===== src/hw/rtl/lrukv_pkg.sv =====
// ----------------------------------------------------------------------------
// lrukv_pkg
// Shared types and constants for the LRU key-value cache: payload structs,
// operation codes, controller states and the controller/datapath interface.
// ----------------------------------------------------------------------------
package lrukv_pkg;

  localparam int KEY_FIELD_W = 64;
  localparam int VAL_FIELD_W = 64;
  localparam int OCC_W       = 5;
  localparam int CAP_W       = 5;

  // Operation codes carried in the cmd field
  localparam logic OP_GET = 1'b0;
  localparam logic OP_PUT = 1'b1;

  typedef struct packed {
    logic                   cmd;
    logic [KEY_FIELD_W-1:0] lookup_key;
    logic [VAL_FIELD_W-1:0] write_value;
  } lrukv_in_t;

  typedef struct packed {
    logic                   hit;
    logic [VAL_FIELD_W-1:0] read_value;
    logic                   evicted;
    logic [OCC_W-1:0]       occupancy;
  } lrukv_out_t;

  typedef enum logic [2:0] {
    ST_IDLE,
    ST_SCAN,
    ST_DRAIN,
    ST_UPDATE,
    ST_FINISH
  } lrukv_state_t;

  // Controller to datapath
  typedef struct packed {
    logic scan_start;  // capture the input item, restart the scan
    logic scan_en;     // read one key slot, advance the scan index
    logic update;      // commit the lookup outcome to the stores
    logic load_out;    // move the result into the output register
  } lrukv_cmd_t;

  // Datapath to controller
  typedef struct packed {
    logic scan_last;   // the scan index points at the last slot
    logic out_free;    // output register empty or draining this cycle
  } lrukv_status_t;

endpackage


===== src/hw/rtl/lrukv_ram.sv =====
// ----------------------------------------------------------------------------
// lrukv_ram
// Generic single-write, single-read RAM with a registered read port.
// ----------------------------------------------------------------------------
module lrukv_ram #(
  parameter int WIDTH = 64,
  parameter int DEPTH = 16
) (
  input  logic                                 clk,
  input  logic                                 we,
  input  logic [(DEPTH > 1 ? $clog2(DEPTH) : 1)-1:0] waddr,
  input  logic [WIDTH-1:0]                     wdata,
  input  logic                                 re,
  input  logic [(DEPTH > 1 ? $clog2(DEPTH) : 1)-1:0] raddr,
  output logic [WIDTH-1:0]                     rdata
);

  logic [WIDTH-1:0] mem_r [DEPTH];
  logic [WIDTH-1:0] rdata_r;

  always_ff @(posedge clk) begin
    if (we) begin
      mem_r[waddr] <= wdata;
    end
    if (re) begin
      rdata_r <= mem_r[raddr];
    end
  end

  assign rdata = rdata_r;

endmodule


===== src/hw/rtl/lrukv_ctrl.sv =====
// ----------------------------------------------------------------------------
// lrukv_ctrl
// Operation sequencer: accept, scan the key store, commit, deliver the result.
// ----------------------------------------------------------------------------
module lrukv_ctrl
  import lrukv_pkg::*;
(
  input  logic          clk,
  input  logic          rst_n,
  input  logic          in_valid,
  output logic          in_stall,
  input  lrukv_status_t status,
  output lrukv_cmd_t    ctl
);

  lrukv_state_t state_r, state_nxt;

  always_ff @(posedge clk) begin
    if (!rst_n) begin
      state_r <= ST_IDLE;
    end else begin
      state_r <= state_nxt;
    end
  end

  always_comb begin
    state_nxt = state_r;
    case (state_r)
      ST_IDLE: begin
        if (in_valid) state_nxt = ST_SCAN;
      end
      ST_SCAN: begin
        if (status.scan_last) state_nxt = ST_DRAIN;
      end
      ST_DRAIN:  state_nxt = ST_UPDATE;
      ST_UPDATE: state_nxt = ST_FINISH;
      ST_FINISH: begin
        if (status.out_free) state_nxt = ST_IDLE;
      end
      default: state_nxt = ST_IDLE;
    endcase
  end

  always_comb begin
    ctl      = '0;
    in_stall = 1'b1;
    case (state_r)
      ST_IDLE: begin
        in_stall       = 1'b0;
        ctl.scan_start = in_valid;
      end
      ST_SCAN:   ctl.scan_en  = 1'b1;
      ST_DRAIN:  ctl          = '0;
      ST_UPDATE: ctl.update   = 1'b1;
      ST_FINISH: ctl.load_out = status.out_free;
      default:   ctl          = '0;
    endcase
  end

endmodule


===== src/hw/rtl/lrukv_dp.sv =====
// ----------------------------------------------------------------------------
// lrukv_dp
// Datapath: key/value RAMs, valid bits, recency ranks, lookup scan state,
// entry count and the output register.
// ----------------------------------------------------------------------------
module lrukv_dp
  import lrukv_pkg::*;
#(
  parameter int DEPTH       = 16,
  parameter int KEY_WIDTH   = 64,
  parameter int VALUE_WIDTH = 64
) (
  input  logic             clk,
  input  logic             rst_n,
  input  lrukv_cmd_t       ctl,
  output lrukv_status_t    status,
  input  lrukv_in_t        in_data,
  input  logic [CAP_W-1:0] capacity,
  input  logic             out_stall,
  output logic             out_valid,
  output lrukv_out_t       out_data
);

  localparam int IW   = (DEPTH > 1) ? $clog2(DEPTH) : 1;
  localparam int CW   = $clog2(DEPTH + 1);
  localparam int CMPW = (CW > CAP_W) ? CW : CAP_W;

  // Operation registers
  logic                   cmd_r;
  logic [KEY_WIDTH-1:0]   key_r;
  logic [VALUE_WIDTH-1:0] val_r;

  // Scan state
  logic [IW-1:0] scan_idx_r;
  logic          cmp_vld_r;
  logic [IW-1:0] cmp_idx_r;
  logic          found_r, free_found_r, victim_found_r;
  logic [IW-1:0] found_idx_r, found_rank_r, free_idx_r, victim_idx_r;

  // Entry state
  logic          valid_r   [DEPTH];
  logic          valid_nxt [DEPTH];
  logic [IW-1:0] rank_r    [DEPTH];
  logic [IW-1:0] rank_nxt  [DEPTH];
  logic [CW-1:0] count_r;

  // Result staging
  logic res_hit_r, res_ev_r, res_get_hit_r;
  logic out_valid_r;
  lrukv_out_t out_r;

  // RAM ports
  logic [KEY_WIDTH-1:0]   key_rdata;
  logic [VALUE_WIDTH-1:0] val_rdata;

  // Commit decisions
  logic          is_put, evict_need;
  logic          age_en, set_en, key_we, val_we, cnt_inc, ev;
  logic [CW-1:0] age_limit;
  logic [IW-1:0] slot_idx;
  logic [CMPW-1:0] cnt_w, cap_w;

  // Per-slot probes at the compare stage
  logic cmp_valid, cmp_match, cmp_lru;

  lrukv_ram #(.WIDTH(KEY_WIDTH), .DEPTH(DEPTH)) u_key_ram (
    .clk   (clk),
    .we    (key_we),
    .waddr (slot_idx),
    .wdata (key_r),
    .re    (ctl.scan_en),
    .raddr (scan_idx_r),
    .rdata (key_rdata)
  );

  lrukv_ram #(.WIDTH(VALUE_WIDTH), .DEPTH(DEPTH)) u_val_ram (
    .clk   (clk),
    .we    (val_we),
    .waddr (slot_idx),
    .wdata (val_r),
    .re    (ctl.update && found_r && (cmd_r == OP_GET)),
    .raddr (found_idx_r),
    .rdata (val_rdata)
  );

  // Capture and scan index
  always_ff @(posedge clk) begin
    if (ctl.scan_start) begin
      cmd_r <= in_data.cmd;
      key_r <= in_data.lookup_key[KEY_WIDTH-1:0];
      val_r <= in_data.write_value[VALUE_WIDTH-1:0];
    end
  end

  always_ff @(posedge clk) begin
    if (!rst_n) begin
      scan_idx_r <= '0;
      cmp_vld_r  <= 1'b0;
      cmp_idx_r  <= '0;
    end else begin
      cmp_vld_r <= ctl.scan_en;
      cmp_idx_r <= scan_idx_r;
      if (ctl.scan_start) begin
        scan_idx_r <= '0;
      end else if (ctl.scan_en) begin
        scan_idx_r <= scan_idx_r + IW'(1);
      end
    end
  end

  assign cmp_valid = valid_r[cmp_idx_r];
  assign cmp_match = cmp_vld_r && cmp_valid && (key_rdata == key_r);
  assign cmp_lru   = cmp_vld_r && cmp_valid &&
                     ((CW'(rank_r[cmp_idx_r]) + CW'(1)) == count_r);

  // Record the first hit, first free slot and the least recent slot
  always_ff @(posedge clk) begin
    if (!rst_n) begin
      found_r        <= 1'b0;
      free_found_r   <= 1'b0;
      victim_found_r <= 1'b0;
    end else if (ctl.scan_start) begin
      found_r        <= 1'b0;
      free_found_r   <= 1'b0;
      victim_found_r <= 1'b0;
    end else begin
      if (cmp_match && !found_r) begin
        found_r      <= 1'b1;
        found_idx_r  <= cmp_idx_r;
        found_rank_r <= rank_r[cmp_idx_r];
      end
      if (cmp_vld_r && !cmp_valid && !free_found_r) begin
        free_found_r <= 1'b1;
        free_idx_r   <= cmp_idx_r;
      end
      if (cmp_lru && !victim_found_r) begin
        victim_found_r <= 1'b1;
        victim_idx_r   <= cmp_idx_r;
      end
    end
  end

  // Commit decision
  assign is_put     = (cmd_r == OP_PUT);
  assign cnt_w      = CMPW'(count_r);
  assign cap_w      = CMPW'(capacity);
  assign evict_need = (cnt_w >= cap_w) || (count_r == CW'(DEPTH));

  always_comb begin
    age_en    = 1'b0;
    set_en    = 1'b0;
    key_we    = 1'b0;
    val_we    = 1'b0;
    cnt_inc   = 1'b0;
    ev        = 1'b0;
    age_limit = count_r;
    slot_idx  = free_idx_r;
    if (ctl.update) begin
      if (found_r) begin
        age_en    = 1'b1;
        age_limit = CW'(found_rank_r);
        set_en    = 1'b1;
        slot_idx  = found_idx_r;
        val_we    = is_put;
      end else if (is_put) begin
        if (evict_need) begin
          ev = 1'b1;
          // Reuse the least recent slot; with nothing stored the new
          // entry leaves at once
          if (count_r != '0) begin
            age_en   = 1'b1;
            set_en   = 1'b1;
            slot_idx = victim_idx_r;
            key_we   = 1'b1;
            val_we   = 1'b1;
          end
        end else begin
          age_en  = 1'b1;
          set_en  = 1'b1;
          key_we  = 1'b1;
          val_we  = 1'b1;
          cnt_inc = 1'b1;
        end
      end
    end
  end

  // Age every valid entry more recent than the limit, then mark the slot
  always_comb begin
    for (int i = 0; i < DEPTH; i++) begin
      valid_nxt[i] = valid_r[i];
      rank_nxt[i]  = rank_r[i];
      if (age_en && valid_r[i] && (CW'(rank_r[i]) < age_limit)) begin
        rank_nxt[i] = rank_r[i] + IW'(1);
      end
      if (set_en && (slot_idx == IW'(i))) begin
        valid_nxt[i] = 1'b1;
        rank_nxt[i]  = '0;
      end
    end
  end

  always_ff @(posedge clk) begin
    if (!rst_n) begin
      for (int i = 0; i < DEPTH; i++) begin
        valid_r[i] <= 1'b0;
        rank_r[i]  <= '0;
      end
      count_r <= '0;
    end else begin
      for (int i = 0; i < DEPTH; i++) begin
        valid_r[i] <= valid_nxt[i];
        rank_r[i]  <= rank_nxt[i];
      end
      if (cnt_inc) count_r <= count_r + CW'(1);
    end
  end

  // Result staging and output register
  always_ff @(posedge clk) begin
    if (ctl.update) begin
      res_hit_r     <= found_r;
      res_ev_r      <= ev;
      res_get_hit_r <= found_r && !is_put;
    end
  end

  always_ff @(posedge clk) begin
    if (!rst_n) begin
      out_valid_r <= 1'b0;
    end else if (ctl.load_out) begin
      out_valid_r <= 1'b1;
    end else if (!out_stall) begin
      out_valid_r <= 1'b0;
    end
  end

  always_ff @(posedge clk) begin
    if (ctl.load_out) begin
      out_r.hit        <= res_hit_r;
      out_r.read_value <= res_get_hit_r ? VAL_FIELD_W'(val_rdata) : '0;
      out_r.evicted    <= res_ev_r;
      out_r.occupancy  <= OCC_W'(count_r);
    end
  end

  assign out_valid        = out_valid_r;
  assign out_data         = out_r;
  assign status.scan_last = (scan_idx_r == IW'(DEPTH - 1));
  assign status.out_free  = !out_valid_r || !out_stall;

endmodule


===== src/hw/rtl/lru_key_value_cache_top.sv =====
// ----------------------------------------------------------------------------
// lru_key_value_cache_top
// Fully associative key-value cache with least-recently-used replacement.
// ----------------------------------------------------------------------------
// Each operation (get or put) walks the key RAM one slot per cycle through its
// single read port, then finishes the last compare, commits the update and
// loads the result into the output register. The block is back in idle in
// the cycle the result appears. One operation is in flight at a time; the
// next item is taken as soon as the previous result is in the output
// register, even while that result still waits under out_stall; the following
// operation then holds in its load step until the waiting result has left. A
// get returns hit and the stored value (zero on a miss); a put updates or
// inserts and reports whether it evicted the least recent entry. occupancy is
// the entry count after the operation, in its low 5 bits. The capacity
// register resets to 0 (nothing kept) and is not clamped, but no more than
// DEPTH entries are kept; write it only while the block is idle.
// ----------------------------------------------------------------------------
module lru_key_value_cache_top
  import lrukv_pkg::*;
#(
  parameter int DEPTH       = 16,
  parameter int KEY_WIDTH   = 64,
  parameter int VALUE_WIDTH = 64
) (
  input  logic             clk,
  input  logic             rst_n,
  // Input channel
  input  logic             in_valid,
  output logic             in_stall,
  input  lrukv_in_t        in_data,
  // Result channel
  output logic             out_valid,
  input  logic             out_stall,
  output lrukv_out_t       out_data,
  // Configuration
  input  logic             cfg_we,
  input  logic [CAP_W-1:0] cfg_wdata
);

  lrukv_cmd_t       ctl;
  lrukv_status_t    status;
  logic [CAP_W-1:0] capacity_r;

  // Capacity register: hold until written
  always_ff @(posedge clk) begin
    if (!rst_n) begin
      capacity_r <= '0;
    end else if (cfg_we) begin
      capacity_r <= cfg_wdata;
    end
  end

  // Sequencer: drive the scan, commit and result load
  lrukv_ctrl u_ctrl (
    .clk      (clk),
    .rst_n    (rst_n),
    .in_valid (in_valid),
    .in_stall (in_stall),
    .status   (status),
    .ctl      (ctl)
  );

  // Storage, lookup and output register
  lrukv_dp #(
    .DEPTH       (DEPTH),
    .KEY_WIDTH   (KEY_WIDTH),
    .VALUE_WIDTH (VALUE_WIDTH)
  ) u_dp (
    .clk       (clk),
    .rst_n     (rst_n),
    .ctl       (ctl),
    .status    (status),
    .in_data   (in_data),
    .capacity  (capacity_r),
    .out_stall (out_stall),
    .out_valid (out_valid),
    .out_data  (out_data)
  );

  // An accepted item blocks further input transfers while it is worked on
  a_busy_after_accept: assert property (
    @(posedge clk) disable iff (!rst_n)
    (in_valid && !in_stall) |=> in_stall
  ) else $error("input taken again right after a transfer");

  // A key that was present is never evicted by the same operation
  a_hit_no_evict: assert property (
    @(posedge clk) disable iff (!rst_n)
    out_valid |-> !(out_data.hit && out_data.evicted)
  ) else $error("result reports both hit and eviction");

  // Value is zero unless the key hit
  a_miss_zero_value: assert property (
    @(posedge clk) disable iff (!rst_n)
    (out_valid && !out_data.hit) |-> (out_data.read_value == '0)
  ) else $error("nonzero read value on a miss");

  // A result is loaded only once the scan has ended
  a_load_after_scan: assert property (
    @(posedge clk) disable iff (!rst_n)
    ctl.load_out |-> !ctl.scan_en && !ctl.scan_start
  ) else $error("result load overlaps a scan");

endmodule

===== config.mk =====
export PLATFORM = sky130hd
export DESIGN_NAME = lru_key_value_cache_top
export DESIGN_NICKNAME = d
export VERILOG_FILES = /design/src/hw/rtl/lrukv_pkg.sv /design/src/hw/rtl/lrukv_ram.sv /design/src/hw/rtl/lrukv_ctrl.sv /design/src/hw/rtl/lrukv_dp.sv /design/src/hw/rtl/lru_key_value_cache_top.sv
export SDC_FILE = /design/constraint.sdc
export NUM_CORES = 2
export LEC_CHECK = 0
export ABC_AREA = 1
export BUFFER_PORTS_ARGS = -buffer_cell sky130_fd_sc_hd__buf_2
export CAP_MARGIN = 40
export CORE_MARGIN = 3
export CORE_UTILIZATION = 55
export DETAILED_ROUTE_END_ITERATION = 7
export HOLD_SLACK_MARGIN = 0.12
export PLACE_DENSITY = 0.71
export REMOVE_ABC_BUFFERS = 1
export SYNTH_ARGS = -nofsm -noshare
export SYNTH_HDL_FRONTEND = slang
export SYNTH_SLANG_ARGS = --single-unit

===== constraint.sdc =====
create_clock -name clk -period 25 [get_ports clk]
set_input_delay 5 -clock clk [delete_from_list [all_inputs] [get_ports clk]]
set_output_delay 5 -clock clk [all_outputs]
set_load 0.02 [all_outputs]

==> key figures <==
Clock tree
  • CTS Buf Count: 238
  • Hold_buf cts: 0
  • CTS sink cnt: 2,501
  • Reg clk slew, reported paths: 0.06 ns
  • Clk_lat worst skew: 0.87 ns
  • TritonCTS clock tree: done
  • CTS H-tree depth: 4
  • Post-CTS Resized: 0
  • Clock Tree Buf Depth: 3
  • # Post-CTS Setup Buffers: 0
  • Clk root buf: clkbuf_16

Timing
  • Final Hold Fails: 0
  • Worst-margin pin slew: 1.10 ns
  • Period utilization: 0.266
  • RSZ-0062 raised after global routing: false
  • # setup viols final: 0
  • Worst Skew: 0.0326 ns
  • Period minus WS final: 6.65 ns
  • Final max-slew violation count: 0
  • Max Fclk: 0.150 GHz
  • Max_slew headroom: 0.266

Hold path
  • Worst min path class: register to register
  • WHS Path Cells: 0
  • Worst Hold End: u_dp.out_data[70]
  • Min-Delay Startpoint: u_dp.res_hit_r

Setup path
  • Crit path DAT: 1.65 ns
  • CP Class: register to output port
  • Critical path launch point type: register
  • Worst Setup End Kind: output port
  • WP data required: 20.00 ns
  • Reg2Reg Depth: 10
  • R2R Setup Slk: 19.78 ns
  • Cell Chain, Critical Path: nor2_1, nand2_1, buf_2
  • Reg2reg start: u_dp.found_idx_r[0]
  • Largest stage delay on the critical path: 0.46 ns
  • CP max stage cell: dfxtp_1
  • Worst-path fanout max: 5
  • RR Endpoint: u_dp.u_val_ram.rdata[24]

GRT
  • Total Routing Usage GR: 0.253
  • Overflow after GRT: 0
  • Number of global-route vias before repair: 58,873
  • Initial antenna violation count: 3
  • Pin count of the biggest net entering global routing: 213
  • First-pass GRT wire length: 357 mm

Layout
  • Area Growth Syn to Fin: 12.1%
  • Layout cells sized above 1: 0.106
  • Fin nets: 7,600
  • Utilization after layout: 0.623

Drt
  • DR DRC count: 0
  • Drt via density: 5.98
  • DRT iter0 DRCs: 6,741
  • Vias post-DR: 59,464
  • Routed wire per std cell: 23.9 um
  • DR pass1 iterations: 6
  • Antenna-violating nets left: 0
  • Routed WL: 238 mm

Power and ir drop
  • Leak: 0.0385 uW
  • Sw Share: 0.216
  • Clock network fraction of design power: 0.406
  • Logic pwr share: 0.034
  • Max VDD drop: 0.0625 mV
  • Cell-internal power: 6730 uW
  • PD cells: 76.9 nW/um^2
  • Flop pwr share: 0.560
  • Net Sw Power: 1850 uW
  • PnR Total Power: 8580 uW

Logic synthesis
  • Mean Syn Cell Area: 13.8 um^2
  • Mapped Cells: 7,208
  • Most frequent cell after synthesis: edfxtp_1
  • Post-Syn Area: 99,600 um^2
  • Most frequent cells after synthesis: edfxtp_1, nor2_1, o21ai_0
  • Share of the synthesized area in the top cell type: 0.722
  • Distinct cells, synth: 45
  • Top cell type by total area after synthesis: edfxtp_1
  • Seq/Total Area, Yosys: 0.744
  • Post-synthesis sequential element count: 2,501
  • Top FF cell, synth: edfxtp_1
  • Post-synth EDFFs: 2,395
  • YS warnings: 0
  • Post-synth ARST share: 0
  • Largest cells by area after synthesis: edfxtp_1, mux2i_1, o21ai_0

Place
  • Routability Congestion: 0.847
  • DP HPWL: 128 mm
  • Port bufs: 211

Run status
  • Outcome: finished clean

Floorplan
  • Initial Util: 0.556
  • CORE AREA: 179,000 um^2
  • Area of the die: 186,000 um^2
  • IO Count: 212
  • Die Ht: 431 um
  • Rows: 155
  • Die W: 431 um

Job
  • Max Cap Viol: 0
## layout make-up
type                            instances  area [um^2]
Tap cell                             2355         2950
Fill cell                           13140        67600
Sequential cell                      2501        74100
Timing Repair Buffer                  362         2990
Multi-Input combinational cell       3756        22100
Inverter                              529         2020
Clock buffer                          309         6330
Clock inverter                        131         1220
Antenna cell                            2         5.00
## metal layers
layer	track usage	part of all wire
met1	0.334	0.40
met2	0.428	0.50
met3	0.0340	0.068
met4	0.102	0.039
met5	0	0
## worst max path at each step
stage	startpoint	end
final	u_ctrl.state_r[2]	in_stall
after global routing	u_ctrl.state_r[2]	in_stall
after CTS	u_ctrl.state_r[2]	in_stall
after detailed placement	in_valid	u_dp.val_r[12]
after global placement	rst_n	u_dp.found_idx_r[0]
after floorplan	u_dp.scan_idx_r[0]	u_dp.u_key_ram.rdata[13]
## kinds of logic (layout without fill, tap and decap cells)
kind of cell,after synthesis,count (layout),share of synthesized area
xor+xnor,53,53,0.00466
simple gates,1759,1759,0.0753
flops,2501,2501,0.744
compound gates,1511,1511,0.0938
other cells,0,2,0
buf+inv,951,1331,0.0372
mux,360,360,0.0362
fa+ha+maj,73,73,0.00917
## power groups by stage
stage / clock, uW / combinational [uW] / sequential, uW
after floorplan: 0 / 194 / 4880
after detailed placement: 0 / 293 / 4900
final: 3480 / 293 / 4810
after global placement: 0 / 278 / 4890
after global routing: 3700 / 322 / 4820
after CTS: 3530 / 295 / 4810
## critical path: cells and delay by family, from the launching register on
kind                   cells  cell delay [ns]
AND/OR/NAND/NOR            2             0.17
flip-flops                 1             0.46
buffers and inverters      1             0.17
## stage by stage
stage / worst slack [ns] / std cells / area, um^2 / hold slack (ns) / TNS [ns]
after floorplan: -2.47 / 6786 / 97800 / 0.400 / -157.33
after global placement: 17.86 / 9458 / 103000 / 0.432 / 0
after detailed placement: 17.83 / 9503 / 104000 / 0.424 / 0
after CTS: 18.29 / 9943 / 112000 / 0.442 / 0
after global routing: 18.27 / 9944 / 112000 / 0.458 / 0
final: 18.35 / 9945 / 112000 / 0.438 / 0
## cells in the final DEF, fill, tap and decap left out, types with 104 or more instances in the layout
cell type,count
a21oi_1,319
o32ai_1,152
o211ai_1,291
mux2i_1,360
inv_1,515
nand3_1,283
o221ai_1,104
nor2_1,709
nand2_1,575
edfxtp_1,2395
clkbuf_16,242
buf_2,213
o21ai_0,606
## flip-flops by register name (all words and copies together), names as in the netlist, 5 cells and up
name                  count
u_dp.u_val_ram.mem_r   1024
u_dp.u_key_ram.mem_r   1024
u_dp.u_val_ram.rdata     64
u_dp.rank_r              64
u_dp.key_r               64
u_dp.u_key_ram.rdata     64
capacity_r                5
u_dp.cnt_w                5
u_dp.valid_r             16
u_dp.val_r               64
u_dp.out_data            71
(Power assumes the default switching activity.)
